<file path="src/rtl/swqa_pkg.sv">
`default_nettype none

package swqa_pkg;

    localparam int SpeedWidth = 7;
    localparam int CountWidth = 16;
    localparam int AmountWidth = 8;

    // Input commands.
    localparam logic [1:0] CMD_EDGE_A = 2'd0;
    localparam logic [1:0] CMD_EDGE_B = 2'd1;
    localparam logic [1:0] CMD_TICK   = 2'd2;

    // Configuration register indexes.
    localparam logic [1:0] REG_ACCEL_ENABLE = 2'd0;
    localparam logic [1:0] REG_SPEED_MIN    = 2'd1;
    localparam logic [1:0] REG_SPEED_MAX    = 2'd2;
    localparam logic [1:0] REG_PAUSE_TICKS  = 2'd3;

    // Register reset values.
    localparam logic [SpeedWidth-1:0] SPEED_MIN_RESET   = 7'd1;
    localparam logic [SpeedWidth-1:0] SPEED_MAX_RESET   = 7'd8;
    localparam logic [CountWidth-1:0] PAUSE_TICKS_RESET = 16'd100;

    typedef struct packed {
        logic                  accel_enable;
        logic [SpeedWidth-1:0] speed_min;
        logic [SpeedWidth-1:0] speed_max;
        logic [CountWidth-1:0] pause_ticks;
    } swqa_cfg_t;

    typedef struct packed {
        logic [SpeedWidth-1:0] speed;
        logic [CountWidth-1:0] idle_count;
    } swqa_speed_t;

endpackage

`default_nettype wire

</file>
<file path="src/rtl/swqa_accel.sv">
`default_nettype none

module swqa_accel
    import swqa_pkg::*;
(
    input  wire swqa_cfg_t   cfg,
    input  wire              event_pending,
    input  wire swqa_speed_t cur,
    output swqa_speed_t      nxt
);

    always_comb
    begin
        nxt = cur;
        if (cfg.accel_enable)
        begin
            if (event_pending)
            begin
                nxt.idle_count = '0;
                // Speed is below a 7-bit maximum here, so the increment cannot wrap.
                if (cur.speed < cfg.speed_max)
                begin
                    nxt.speed = cur.speed + 7'd1;
                end
            end
            else if (cur.speed > cfg.speed_min)
            begin
                if (cur.idle_count > cfg.pause_ticks)
                begin
                    nxt.speed      = cur.speed - 7'd1;
                    nxt.idle_count = '0;
                end
                else if (cur.idle_count != '1)
                begin
                    nxt.idle_count = cur.idle_count + 16'd1;
                end
            end
        end
    end

endmodule

`default_nettype wire

</file>
<file path="src/rtl/scroll_wheel_quadrature_accel_unit.sv">
`default_nettype none

// Channel  Handshake             Payload
// -------  --------------------  ---------------------------------------
// in       in_valid / in_ready   command[1:0], pin_level
// out      out_valid / out_ready scroll_amount[7:0] (signed)
// cfg      cfg_valid / cfg_ready cfg_index[1:0], cfg_data[15:0]
//
// One item is taken per cycle while input ready is high. A tick with a pending
// event puts its report in the output register, or in the skid register if a
// report waits there. This two-entry buffer keeps input ready high while one
// report waits and drops it only while both entries are full. Reset clears all
// state but buffer data, loads register defaults, sets speed to min default.
module scroll_wheel_quadrature_accel_unit
    import swqa_pkg::*;
(
    input  wire                          clk,
    input  wire                          rst_n,
    input  wire                          in_valid,
    output logic                         in_ready,
    input  wire [1:0]                    command,
    input  wire                          pin_level,
    output logic                         out_valid,
    input  wire                          out_ready,
    output logic signed [AmountWidth-1:0] scroll_amount,
    input  wire                          cfg_valid,
    output logic                         cfg_ready,
    input  wire [1:0]                    cfg_index,
    input  wire [CountWidth-1:0]         cfg_data
);

    swqa_cfg_t   cfg_reg;
    swqa_speed_t spd_reg;
    swqa_speed_t spd_next;
    logic        level_a_reg;
    logic        level_b_reg;
    logic        dir_down_reg;
    logic        pending_reg;

    logic                   out_valid_reg;
    logic [AmountWidth-1:0] out_data_reg;
    logic                   skid_valid_reg;
    logic [AmountWidth-1:0] skid_data_reg;

    logic                   in_xfer;
    logic                   is_tick;
    logic                   push;
    logic                   pop;
    logic [AmountWidth-1:0] report;

    assign cfg_ready = 1'b1;
    assign in_ready  = !skid_valid_reg;
    assign in_xfer   = in_valid && in_ready;
    assign is_tick   = (command == CMD_TICK);
    assign push      = in_xfer && is_tick && pending_reg;
    assign pop       = out_valid_reg && out_ready;

    assign out_valid     = out_valid_reg;
    assign scroll_amount = out_data_reg;

    swqa_accel u_accel (
        .cfg           (cfg_reg),
        .event_pending (pending_reg),
        .cur           (spd_reg),
        .nxt           (spd_next)
    );

    // The report uses the speed after this tick's adjustment.
    always_comb
    begin
        if (dir_down_reg)
        begin
            report = AmountWidth'(8'd0 - {1'b0, spd_next.speed});
        end
        else
        begin
            report = {1'b0, spd_next.speed};
        end
    end

    always_ff @(posedge clk or negedge rst_n)
    begin
        if (!rst_n)
        begin
            cfg_reg.accel_enable <= 1'b0;
            cfg_reg.speed_min    <= SPEED_MIN_RESET;
            cfg_reg.speed_max    <= SPEED_MAX_RESET;
            cfg_reg.pause_ticks  <= PAUSE_TICKS_RESET;
        end
        else if (cfg_valid)
        begin
            unique case (cfg_index)
                REG_ACCEL_ENABLE: cfg_reg.accel_enable <= cfg_data[0];
                REG_SPEED_MIN:    cfg_reg.speed_min    <= cfg_data[SpeedWidth-1:0];
                REG_SPEED_MAX:    cfg_reg.speed_max    <= cfg_data[SpeedWidth-1:0];
                REG_PAUSE_TICKS:  cfg_reg.pause_ticks  <= cfg_data;
                default:          ;
            endcase
        end
    end

    always_ff @(posedge clk or negedge rst_n)
    begin
        if (!rst_n)
        begin
            level_a_reg        <= 1'b0;
            level_b_reg        <= 1'b0;
            dir_down_reg       <= 1'b0;
            pending_reg        <= 1'b0;
            spd_reg.speed      <= SPEED_MIN_RESET;
            spd_reg.idle_count <= '0;
        end
        else if (in_xfer)
        begin
            unique case (command)
                CMD_EDGE_A:
                begin
                    level_a_reg  <= pin_level;
                    dir_down_reg <= (pin_level != level_b_reg);
                    pending_reg  <= 1'b1;
                end
                CMD_EDGE_B:
                begin
                    level_b_reg  <= pin_level;
                    dir_down_reg <= (pin_level == level_a_reg);
                    pending_reg  <= 1'b1;
                end
                CMD_TICK:
                begin
                    spd_reg     <= spd_next;
                    pending_reg <= 1'b0;
                end
                default: ;
            endcase
        end
    end

    // Output buffer: a new report can only arrive while the skid entry is empty.
    always_ff @(posedge clk or negedge rst_n)
    begin
        if (!rst_n)
        begin
            out_valid_reg  <= 1'b0;
            skid_valid_reg <= 1'b0;
        end
        else if (pop)
        begin
            if (skid_valid_reg)
            begin
                skid_valid_reg <= 1'b0;
            end
            else
            begin
                out_valid_reg <= push;
            end
        end
        else if (!out_valid_reg)
        begin
            out_valid_reg <= push;
        end
        else if (push)
        begin
            skid_valid_reg <= 1'b1;
        end
    end

    always_ff @(posedge clk)
    begin
        if (pop)
        begin
            out_data_reg <= skid_valid_reg ? skid_data_reg : report;
        end
        else if (!out_valid_reg)
        begin
            out_data_reg <= report;
        end
        if (!pop && out_valid_reg && push)
        begin
            skid_data_reg <= report;
        end
    end

endmodule

`default_nettype wire
</file>
<file path="config.mk">
export PLATFORM = sky130hd
export DESIGN_NAME = scroll_wheel_quadrature_accel_unit
export DESIGN_NICKNAME = d
export VERILOG_FILES = /design/src/rtl/swqa_pkg.sv /design/src/rtl/swqa_accel.sv /design/src/rtl/scroll_wheel_quadrature_accel_unit.sv
export SDC_FILE = /design/constraint.sdc
export NUM_CORES = 1
export LEC_CHECK = 0
export ABC_AREA = 1
export BUFFER_PORTS_ARGS = -buffer_cell sky130_fd_sc_hd__buf_2
export CORE_MARGIN = 5
export CORE_UTILIZATION = 59
export DETAILED_ROUTE_END_ITERATION = 8
export PLACE_DENSITY = 0.8
export SLEW_MARGIN = 0
export SYNTH_ARGS = -nofsm -noshare
export SYNTH_HDL_FRONTEND = slang
export SYNTH_SLANG_ARGS = --single-unit
</file>
<file path="constraint.sdc">
create_clock -name clk -period 6.2 [get_ports clk]
set_input_delay 0 -clock clk [delete_from_list [all_inputs] [get_ports clk]]
set_output_delay 0 -clock clk [all_outputs]
set_load 0.005 [all_outputs]
</file>
* Word-level counts from Yosys, hierarchy flattened
Cells that the tools add are included.
** Word-level totals
- Output and inout bits :: 11
- Input port bits :: 26
- Logic and storage cells :: 78
- Register bits after elaboration :: 76
** Cells by class
- Order comparisons :: 3
- Equality and inequality tests :: 10
- Reduce and logical (&&, ||, !) cells :: 28
- Mux-type cells :: 19
- Add/subtract/negate cells :: 4
** Operators with widths (number)
- 23-bit 2-to-1 mux :: 3
- 16-bit 2-to-1 mux :: 2
- 8-bit 2-to-1 mux :: 4
- 2-bit AND reduction :: 10
- 16-bit by 1-bit adder with 16-bit output (second input constant) :: 1
- 16-bit > comparator :: 1
- 16-bit != test (second input constant) :: 1
- 7-bit 2-to-1 mux :: 2
- 2-bit nonzero test :: 5
- 1-bit by 7-bit subtractor with 8-bit output (first input constant) :: 1
- 7-bit by 1-bit adder with 7-bit output (second input constant) :: 1
- 7-bit > comparator :: 1
- 7-bit less-than comparator :: 1
- 7-bit by 1-bit subtractor with 7-bit output (second input constant) :: 1
- 2-bit equality test (second input constant) :: 3
- 1-bit logical AND :: 6
- 1-bit 2-to-1 mux :: 6
- 5-bit AND reduction :: 1
- 2-bit by 1-bit equality test with 1-bit output (second input constant) :: 2
- 2-bit logical NOT :: 2
- 1-bit one-hot mux with 2 select lines :: 2
- 3-bit nonzero test :: 1
- 1-bit logical NOT :: 2
- 2-bit by 1-bit != test with 1-bit output (second input constant) :: 1
- other kinds (4) :: 4

* Depth between registers and ports, before layout
Gate-level depths: netlist (run 1).
- Depth after elaboration :: 10
- Mapped depth :: 23
- Gate-level depth less buffers :: 23

* Cells and area by module
Synthesis (run 1) repeated with hierarchy kept, for this count alone.
** Second synthesis, totals
- Cells, all modules :: 629
- Area total of the unflattened synthesis :: 4837.1 µm²
** By module, submodules not included
- scroll_wheel_quadrature_accel_unit :: times used 1, cells an instance 309, seq. area each 1989.4 µm², area each 3113.0 µm²
- swqa_accel :: times used 1, cells an instance 320, seq. area each 0.0 µm², area each 1724.2 µm²

* Worst setup path before layout (run 1)
No wires, ideal clock.
- Path type :: flip-flop to flip-flop
- From :: reg spd_reg[16] (netlist name)
- To :: reg out_data_reg[6], in the netlist scroll_amount[6], data pin
- Required time :: 5947 ps
- Setup slack :: 3752 ps
- Buffers on the path :: 0
- Library setup time :: 253 ps
- Clock period less this slack :: 2448 ps
- Data arrival time :: 2194 ps
- Stages on the path, launching flop included :: 17
- Cells stage by stage :: dfstp_2 > inv_2 > ha_1 > nand3_1 > nor3_1 > a21oi_4 > nand3_2 > nand2_2 > nand2_1 > nand2_1 > nand2_2 > ha_1 > nand3_1 > nand2_2 > nand3_1 > nand3_1 > nand2_1
** On the way
- Cells in the longest elaborated chain, start to end :: 9
** Ends and longest elaborated chain
- from (decl) :: RTL line scroll_wheel_quadrature_accel_unit.sv:33 : swqa_speed_t spd_reg;
- from (signal assigned) :: RTL line scroll_wheel_quadrature_accel_unit.sv:130 : spd_reg <= spd_next;
- 7-bit by 1-bit subtractor with 7-bit output :: RTL line swqa_accel.sv:30 : nxt.speed = cur.speed - 7'd1;
- 7-bit 2-to-1 mux :: RTL line swqa_accel.sv:28 : if (cur.idle_count > cfg.pause_ticks)
- 23-bit 2-to-1 mux :: RTL line swqa_accel.sv:26 : else if (cur.speed > cfg.speed_min)
- 23-bit 2-to-1 mux :: RTL line swqa_accel.sv:17 : if (event_pending)
- 23-bit 2-to-1 mux (*) :: RTL line swqa_accel.sv:15 : if (cfg.accel_enable)
- 1-bit by 7-bit subtractor with 8-bit output :: RTL line scroll_wheel_quadrature_accel_unit.sv:73 : report = AmountWidth'(8'd0 - {1'b0, spd_next.speed});
- 8-bit 2-to-1 mux (*) :: RTL line scroll_wheel_quadrature_accel_unit.sv:71 : if (dir_down_reg)
- 8-bit 2-to-1 mux (on tied branches) :: RTL line scroll_wheel_quadrature_accel_unit.sv:173, scroll_wheel_quadrature_accel_unit.sv:171
- 8-bit 2-to-1 mux (*) :: RTL line scroll_wheel_quadrature_accel_unit.sv:169 : if (pop)
- to (signal assigned) :: RTL line scroll_wheel_quadrature_accel_unit.sv:171 : out_data_reg <= skid_valid_reg ? skid_data_reg : report;
- to (signal assigned) :: RTL line scroll_wheel_quadrature_accel_unit.sv:175 : out_data_reg <= report;
- to (decl) :: RTL line scroll_wheel_quadrature_accel_unit.sv:41 : logic [AmountWidth-1:0] out_data_reg;
Mark *: on every way between the ends. The rest lies on a longest branch, timed or not. The select of a mux whose other input is x is not followed.
A chain may end at the register's enable or synchronous reset.

* Worst setup path after layout (run 1)
Ends and elaborated chain as after synthesis.

==> flow_metrics.py, run 1 <==
metrics = {
    "worst_setup_path": {
        "critPathRequiredTime_ns": 6.31,
        "cp_max_fo": 6,
        "critPathKind": "flop to flop",
        "start_kind": "flop",
        "critical_path_arrival_ns": 2.86,
        "endpoint_kind": "flop",
    },
    "global_routing": {
        "globalRoute.totalOverflow": 0,
        "grt_usage_pct": 21.6,
        "busiest_layer": "met2",
        "grtUsageMet2_pct": 35.8,
        "grt_pass1_wl_um": 16900,
        "grt_pass1_vias": 3777,
        "grt_use_met3_pct": 4.38,
        "antenna_found_initial": 0,
        "grt_start_max_net_pins": 61,
        "grt_use_met1_pct": 27.2,
    },
    "route": {
        "via_count": 3812,
        "wl_um": 9470,
        "drc": 0,
        "dr.pass1.iters": 7,
        "ant_nets": 0,
        "viasPerCell": 5.26,
        "wl_per_cell_um": 13.1,
        "drtIter0Drc": 229,
    },
    "sta": {
        "finalMaxSlewViolations": 0,
        "setup_viol": 0,
        "setup-tns-final_ns": 0,
        "hold_violations": 0,
        "relSlewSlack_pct": 28.8,
        "fin_crit_ns": 2.75,
        "timing.final.crit_share_pct": 44.3,
        "fin_worst_skew_ns": 0.0159,
        "tightestPinTransition_ns": 1.06,
        "max_freq_mhz": 364,
        "grt_setup_unrepaired": "false",
    },
    "pwr": {
        "sw_frac_of_total_pct": 39.5,
        "p_leak_uw": 0.00258,
        "seqPwrFrac_pct": 38.1,
        "total_power_uw": 2070,
        "p_sw_uw": 818,
        "ir_drop_mv": 0.181,
        "p_per_area_nw_per_um2": 395,
        "clkPwrFrac_pct": 22.1,
        "comb_power_share_pct": 39.8,
        "p_int_uw": 1250,
    },
    "logic_synthesis": {
        "synth_top_family_by_area": "simple AND/OR/NAND/NOR gates",
        "synth_area_leaders": "dfrtp_1 (30%), edfxtp_1 (11%), nand2_1 (10%)",
        "synth_fa_ha_area_share_pct": 9.11,
        "ys_seq_area_share_pct": 43.9,
        "synth_top_area_cell": "dfrtp_1",
        "ys_ff_latch": 76,
        "ys_top_cells_by_count": "nand2_1 (124), inv_1 (80), dfrtp_1 (54)",
        "synth_top_area_share_pct": 29.8,
        "synthMuxAreaShare_pct": 0,
        "synthArstFlopShare_pct": 78.9,
        "syn_avg_cell_area_um2": 8.08,
        "synth_ff_type": "dfrtp_1",
        "yosys.area_share.simple_pct": 24.6,
        "syn_inst": 561,
        "synth-compound-area-share_pct": 12.1,
        "yosys.cell_count.top_type": "nand2_1",
        "yosysUniqueCellTypes": 40,
        "netlist_area_um2": 4530,
        "synth-edff-count": 16,
        "synth_fp_nets": 620,
        "synthXorXnorAreaFrac_pct": 0.967,
        "ys_warn_count": 0,
    },
    "clock_tree": {
        "cts_setup_buffers": 0,
        "cts_made_buffers": 9,
        "cts_tree": "built",
        "clock-sinks": 76,
        "root_buffer": "clkbuf_8",
        "cts_buffer_depth": 2,
        "clock_latency_ns": 0.36,
        "h-tree-depth": 3,
        "clkSlewWorstSetupHoldPaths_ns": 0.08,
    },
    "die": {
        "die_w_um": 97.6,
        "initial_core_util_pct": 59.6,
        "dieArea_um2": 9530,
        "io_pins": 37,
        "die_h_um": 97.6,
        "coreArea_um2": 7610,
        "num_rows": 32,
    },
    "finish": {
        "final_layout_size_suffix_gt1_share_pct": 14.9,
        "fillCellCount": 624,
        "area_delta_synth_final_pct": 15.8,
        "nets": 677,
        "largest_reg_flops": 31,
        "stdcell_count": 725,
        "num_antenna_cells": 0,
    },
    "placed_design": {
        "gp_congestion": 0.850,
        "numPortBuffers": 35,
        "post-place-cells": 685,
        "hpwlAfterDp_um": 6820,
    },
    "outcome": {
        "status": "completed",
    },
    "flow_run": {
        "maxCapViolCount": 0,
    },
    "hold_path": {
        "hold_class": "input port to flop",
    },
}
## per-stage QoR
step                      setup slack [ns]  area, µm²  hold slack (ns)  utilization, %
after floorplan                       3.75       4530           -0.296               -
after global placement                3.56       4760            0.201            62.6
after detailed placement              3.52       4760            0.205            62.6
after CTS                             3.47       5250           0.0152            68.9
after global routing                  3.17       5250           0.0548            68.9
final                                 3.45       5250           0.0320            68.9
## path summary, 6_finish.rpt
path | start | to | slack [ns] | cells after the start
setup / recovery | spd_reg[16] | scroll_amount[6] | 3.45 | 16
hold / removal | command[1] | dir_down_reg | 0.03 | 3
setup reg to reg | spd_reg[16] | scroll_amount[6] | 3.45 | 16
hold reg to reg | cfg_reg[29] | cfg_reg[29] | 0.49 | 2
max in group asynchronous | rst_n | level_b_reg | 5.36 | 3
min in group asynchronous | rst_n | spd_reg[8] | 0.31 | 3
## cell usage in the layout, fill, tap and decap left out, types with 2 or more instances in the layout
master	n
nand2_2	6
nand4_1	9
nor3b_2	2
a21o_1	2
ha_1	33
nand3_1	38
edfxtp_1	16
nand3_2	2
bufinv_16	3
nor3_2	7
xnor2_1	4
o21ai_1	8
nor3_1	4
nor2_2	3
a21oi_1	37
inv_1	80
a21oi_2	2
clkbuf_8	9
o21a_1	3
inv_2	10
dfrtp_1	54
buf_2	35
o21ai_0	42
a31oi_1	3
nor2_1	40
nand2_1	124
dfstp_2	6
dlygate4sd3_1	24
clkinvlp_4	3
## power by group through the flow
stage / Combinational [µW] / Clock (µW) / Sequential, µW
2_1_floorplan: 623 / 0 / 762
4_1_cts: 825 / 467 / 788
3_3_place_gp: 762 / 0 / 790
3_5_place_dp: 801 / 0 / 797
5_1_grt: 957 / 488 / 808
6_report: 825 / 457 / 789
## area by class of cell
type	count	area, µm²	area share, %
Clock inverter	6	113	2.15
Inverter	91	342	6.51
Tap cell	102	128	2.43
Timing Repair Buffer	60	423	8.06
Clock buffer	10	128	2.43
Multi-Input combinational cell	380	2120	40.5
Sequential cell	76	1990	37.9
## critical path: stages, from the launching register on
cell and delay (ns):
dfstp_2 0.59, inv_2 0.08, ha_1 0.28, nand3_1 0.09
nor3_1 0.27, a21oi_4 0.09, nand3_2 0.13, nand2_2 0.10
nand2_1 0.08, nand2_1 0.06, nand2_2 0.11, ha_1 0.17
nand3_1 0.11, nand2_2 0.10, nand3_1 0.09, nand3_1 0.10
nand2_1 0.06
## layer usage
metal  vias up  part of all wire (%)
met1      1750                    44
met4         0                   2.5
li1       1947                     -
met3        25                   4.0
met2        90                    49
met5         -                     0
## cell families after synthesis
group	after synthesis
AOI/OAI and AO/OA	101
xor gates and xnor gates	5
adders and majority gates	33
buffers and inverters	105
DFF	76
other	1
and+or+nand+nor	240
## what timing repair did
action | in CTS | in global routing
endpoints found under the hold margin | 85 | 0
hold buffers | 24 | 0
gates resized for setup | 0 | 0
endpoints found under the setup margin | 0 | 0
(Power assumes the default switching activity.)
==> inputs of run 2 (changes only) <==
--- a/config.mk
+++ b/config.mk
@@ -8,9 +8,9 @@
 export ABC_AREA = 1
 export BUFFER_PORTS_ARGS = -buffer_cell sky130_fd_sc_hd__buf_2
 export CORE_MARGIN = 5
-export CORE_UTILIZATION = 59
+export CORE_UTILIZATION = 54
 export DETAILED_ROUTE_END_ITERATION = 8
-export PLACE_DENSITY = 0.8
+export PLACE_DENSITY = 0.77
 export SLEW_MARGIN = 0
 export SYNTH_ARGS = -nofsm -noshare
 export SYNTH_HDL_FRONTEND = slang
==> constraint.sdc (replaced) <==
create_clock -name clk -period 2.35 [get_ports clk]
set_input_delay 0 -clock clk [delete_from_list [all_inputs] [get_ports clk]]
set_output_delay 0 -clock clk [all_outputs]
set_load 0.005 [all_outputs]
==> run 2 against run 1 <==
Against the previous run:
- the flow now finishes with violations (negative setup slack)
- first-iteration DRC count increased by 44%
- sequential cell count unchanged
- critical path depth increased by 4
- clock power increased by 120%
- critical path type unchanged
- utilization increased by 7.8 points
- via count increased by 18%
- sequential share of layout area decreased by 6.2 points
- final cell count increased by 11%
- largest cell class unchanged
- non-clock buffer count increased by 74
==> flow_metrics.py, run 2 (same netlist as run 1, synthesis figures left out) <==
metrics = {
    "pwr": {
        "seqPwrFrac_pct": 29.3,
        "ir_drop_mv": 0.690,
        "p_sw_uw": 2920,
        "sw_frac_of_total_pct": 42.0,
        "p_per_area_nw_per_um2": 1110,
        "clkPwrFrac_pct": 14.6,
        "p_int_uw": 4020,
        "comb_power_share_pct": 56.1,
        "total_power_uw": 6940,
        "p_leak_uw": 0.00302,
    },
    "finish": {
        "nets": 751,
        "multi_input_area_um2": 2590,
        "regArea_um2": 1990,
        "layout_common_cells": "nand2_1 (99), inv_1 (74), buf_4 (66)",
        "largest_reg_flops": 31,
        "area_delta_synth_final_pct": 38.5,
        "post-route-util_pct": 76.8,
        "num_antenna_cells": 0,
        "layout_commonest_cell": "nand2_1",
        "finalInstanceArea_um2": 6270,
        "fillCellCount": 511,
        "final_layout_size_suffix_gt1_share_pct": 35.6,
    },
    "worst_setup_path": {
        "cp_max_fo": 4,
        "start_kind": "flop",
        "endpoint_kind": "flop",
        "reg2reg_from": "cfg_reg[2]",
        "critPathKind": "flop to flop",
        "critPathRequiredTime_ns": 2.48,
        "r2r-end": "scroll_amount[7]",
        "rrSetupSlack_ns": -0.44,
        "r2r_cells": 20,
        "critical_path_arrival_ns": 2.91,
    },
    "hold_path": {
        "worstHoldPathCells": 4,
        "hp-start": "command[1]",
        "hold_end": "level_a_reg",
        "hold_class": "input port to flop",
    },
    "route": {
        "wl_um": 13100,
        "drtIter0Drc": 330,
        "wl_met2_um": 6790,
        "viasPerCell": 5.62,
        "dr.pass1.iters": 8,
        "met1_length_um": 5040,
        "drc": 0,
        "wl_per_cell_um": 16.3,
        "ant_nets": 0,
        "via_count": 4506,
        "top_layer": "met4",
        "dr_wl_met3_um": 752,
    },
    "outcome": {
        "status": "finished with violations",
        "violations": "negative setup slack",
    },
    "global_routing": {
        "grt_start_max_net_pins": 61,
        "grt_pass1_vias": 4324,
        "antenna_found_initial": 0,
        "globalRoute.totalOverflow": 0,
        "grt_usage_pct": 23.7,
        "grt_pass1_wl_um": 19400,
    },
    "sta": {
        "fin_crit_ns": 2.79,
        "hold_violations": 0,
        "fin_worst_skew_ns": 0.0161,
        "relSlewSlack_pct": 49.9,
        "tightestPinTransition_ns": 0.752,
        "setup-tns-final_ns": -8.13,
        "grt_setup_unrepaired": "true",
        "setup_viol": 35,
        "finalMaxSlewViolations": 0,
        "timing.final.crit_share_pct": 119,
        "fin_ws_ns": -0.436,
        "max_freq_mhz": 359,
    },
    "placed_design": {
        "numPortBuffers": 35,
        "dp_slack_ns": -0.252,
        "hpwlAfterDp_um": 7420,
        "place_area_um2": 5220,
        "gp_congestion": 0.891,
    },
    "die": {
        "num_rows": 33,
        "dieArea_um2": 10300,
        "initial_core_util_pct": 55.4,
        "die_w_um": 102,
        "io_pins": 37,
        "die_h_um": 102,
        "coreArea_um2": 8180,
    },
    "clock_tree": {
        "h-tree-depth": 3,
        "root_buffer": "clkbuf_8",
        "cts_tree": "built",
        "cts_made_buffers": 9,
        "clock-sinks": 76,
        "cts_buffer_depth": 2,
        "clkSlewWorstSetupHoldPaths_ns": 0.09,
        "clock_latency_ns": 0.37,
    },
    "flow_run": {
        "maxCapViolCount": 0,
    },
}
## run 2: cell count changes in the layout (fill, tap and decap cells not counted), moves of 9 or more
| cell | before | now |
|---|---|---|
| buf_4 | 1 | 66 |
| buf_6 | 0 | 9 |
| ha_1 | 33 | 21 |
| ha_4 | 0 | 12 |
| nand2_1 | 124 | 99 |
| nand2_2 | 6 | 25 |
| nand3_1 | 38 | 29 |
| nor2_1 | 40 | 31 |
| o21ai_0 | 42 | 32 |
## run 2: final cells by class
cell class | instances | area share, %
clock buffers | 11 | 2.25
clock inverters | 5 | 0.818
inverters | 91 | 5.58
multi-input cells | 380 | 41.4
flip-flops and latches | 76 | 31.8
well taps | 105 | 2.09
repair buffers | 134 | 16.1
## run 2: power groups by stage
stage / logic (µW) / registers [µW] / clock network (µW)
floorplan: 1690 / 2010 / 0
global placement: 2610 / 1990 / 0
detailed placement: 2730 / 2010 / 0
CTS: 3230 / 2020 / 1000
global route: 4220 / 2070 / 1080
finish: 3900 / 2030 / 1010
## run 2: worst max-delay path, stage by stage, from the launching register on
cell	delay, ns
dfstp_2	0.54
inv_2	0.05
ha_4	0.25
nand2_2	0.05
inv_2	0.04
nand2_1	0.04
nand2_1	0.08
nand2_1	0.08
nand2_1	0.09
nand2_1	0.08
nand2_2	0.15
nand3_4	0.12
buf_4	0.17
o21ai_4	0.15
nand2_1	0.09
nand2_1	0.09
nand2_2	0.08
nor2_1	0.14
nand3_1	0.11
nand2_2	0.09
a21oi_2	0.06
## run 2: how the worst max path moves through the flow
stage | from | end | slack (ns) | cells past startpoint
2_1_floorplan | cfg_reg[5] | scroll_amount[6] | -0.03 | 20
3_3_place_gp | cfg_reg[6] | scroll_amount[6] | -0.19 | 20
3_5_place_dp | cfg_reg[19] | scroll_amount[6] | -0.25 | 15
4_1_cts | cfg_reg[2] | scroll_amount[6] | -0.21 | 22
5_1_grt | cfg_reg[2] | scroll_amount[7] | -0.54 | 20
6_report | cfg_reg[2] | scroll_amount[7] | -0.44 | 20
## run 2: what timing repair did
item / CTS / global route
endpoints found under the setup margin: 26 / 35
hold endpoints to repair: 86 / 0
hold buffers: 24 / 0
pin swaps: 25 / 24
resized for setup: 64 / 56
buffers inserted: 8 / 11
## run 2: through the flow
step / cells / hold WS, ns
2_1_floorplan: 561 / -0.296
3_3_place_gp: 743 / 0.195
3_5_place_dp: 743 / 0.199
4_1_cts: 791 / 0.00198
5_1_grt: 802 / 0.0441
6_report: 802 / 0.0611
## run 2: metal layers
metal / vias to the layer above / GRT usage (%)
met1: 2156 / 28.3
met3: 57 / 4.55
met2: 203 / 41.2
met5: - / 0
met4: 0 / 11.0
li1: 2090 / -
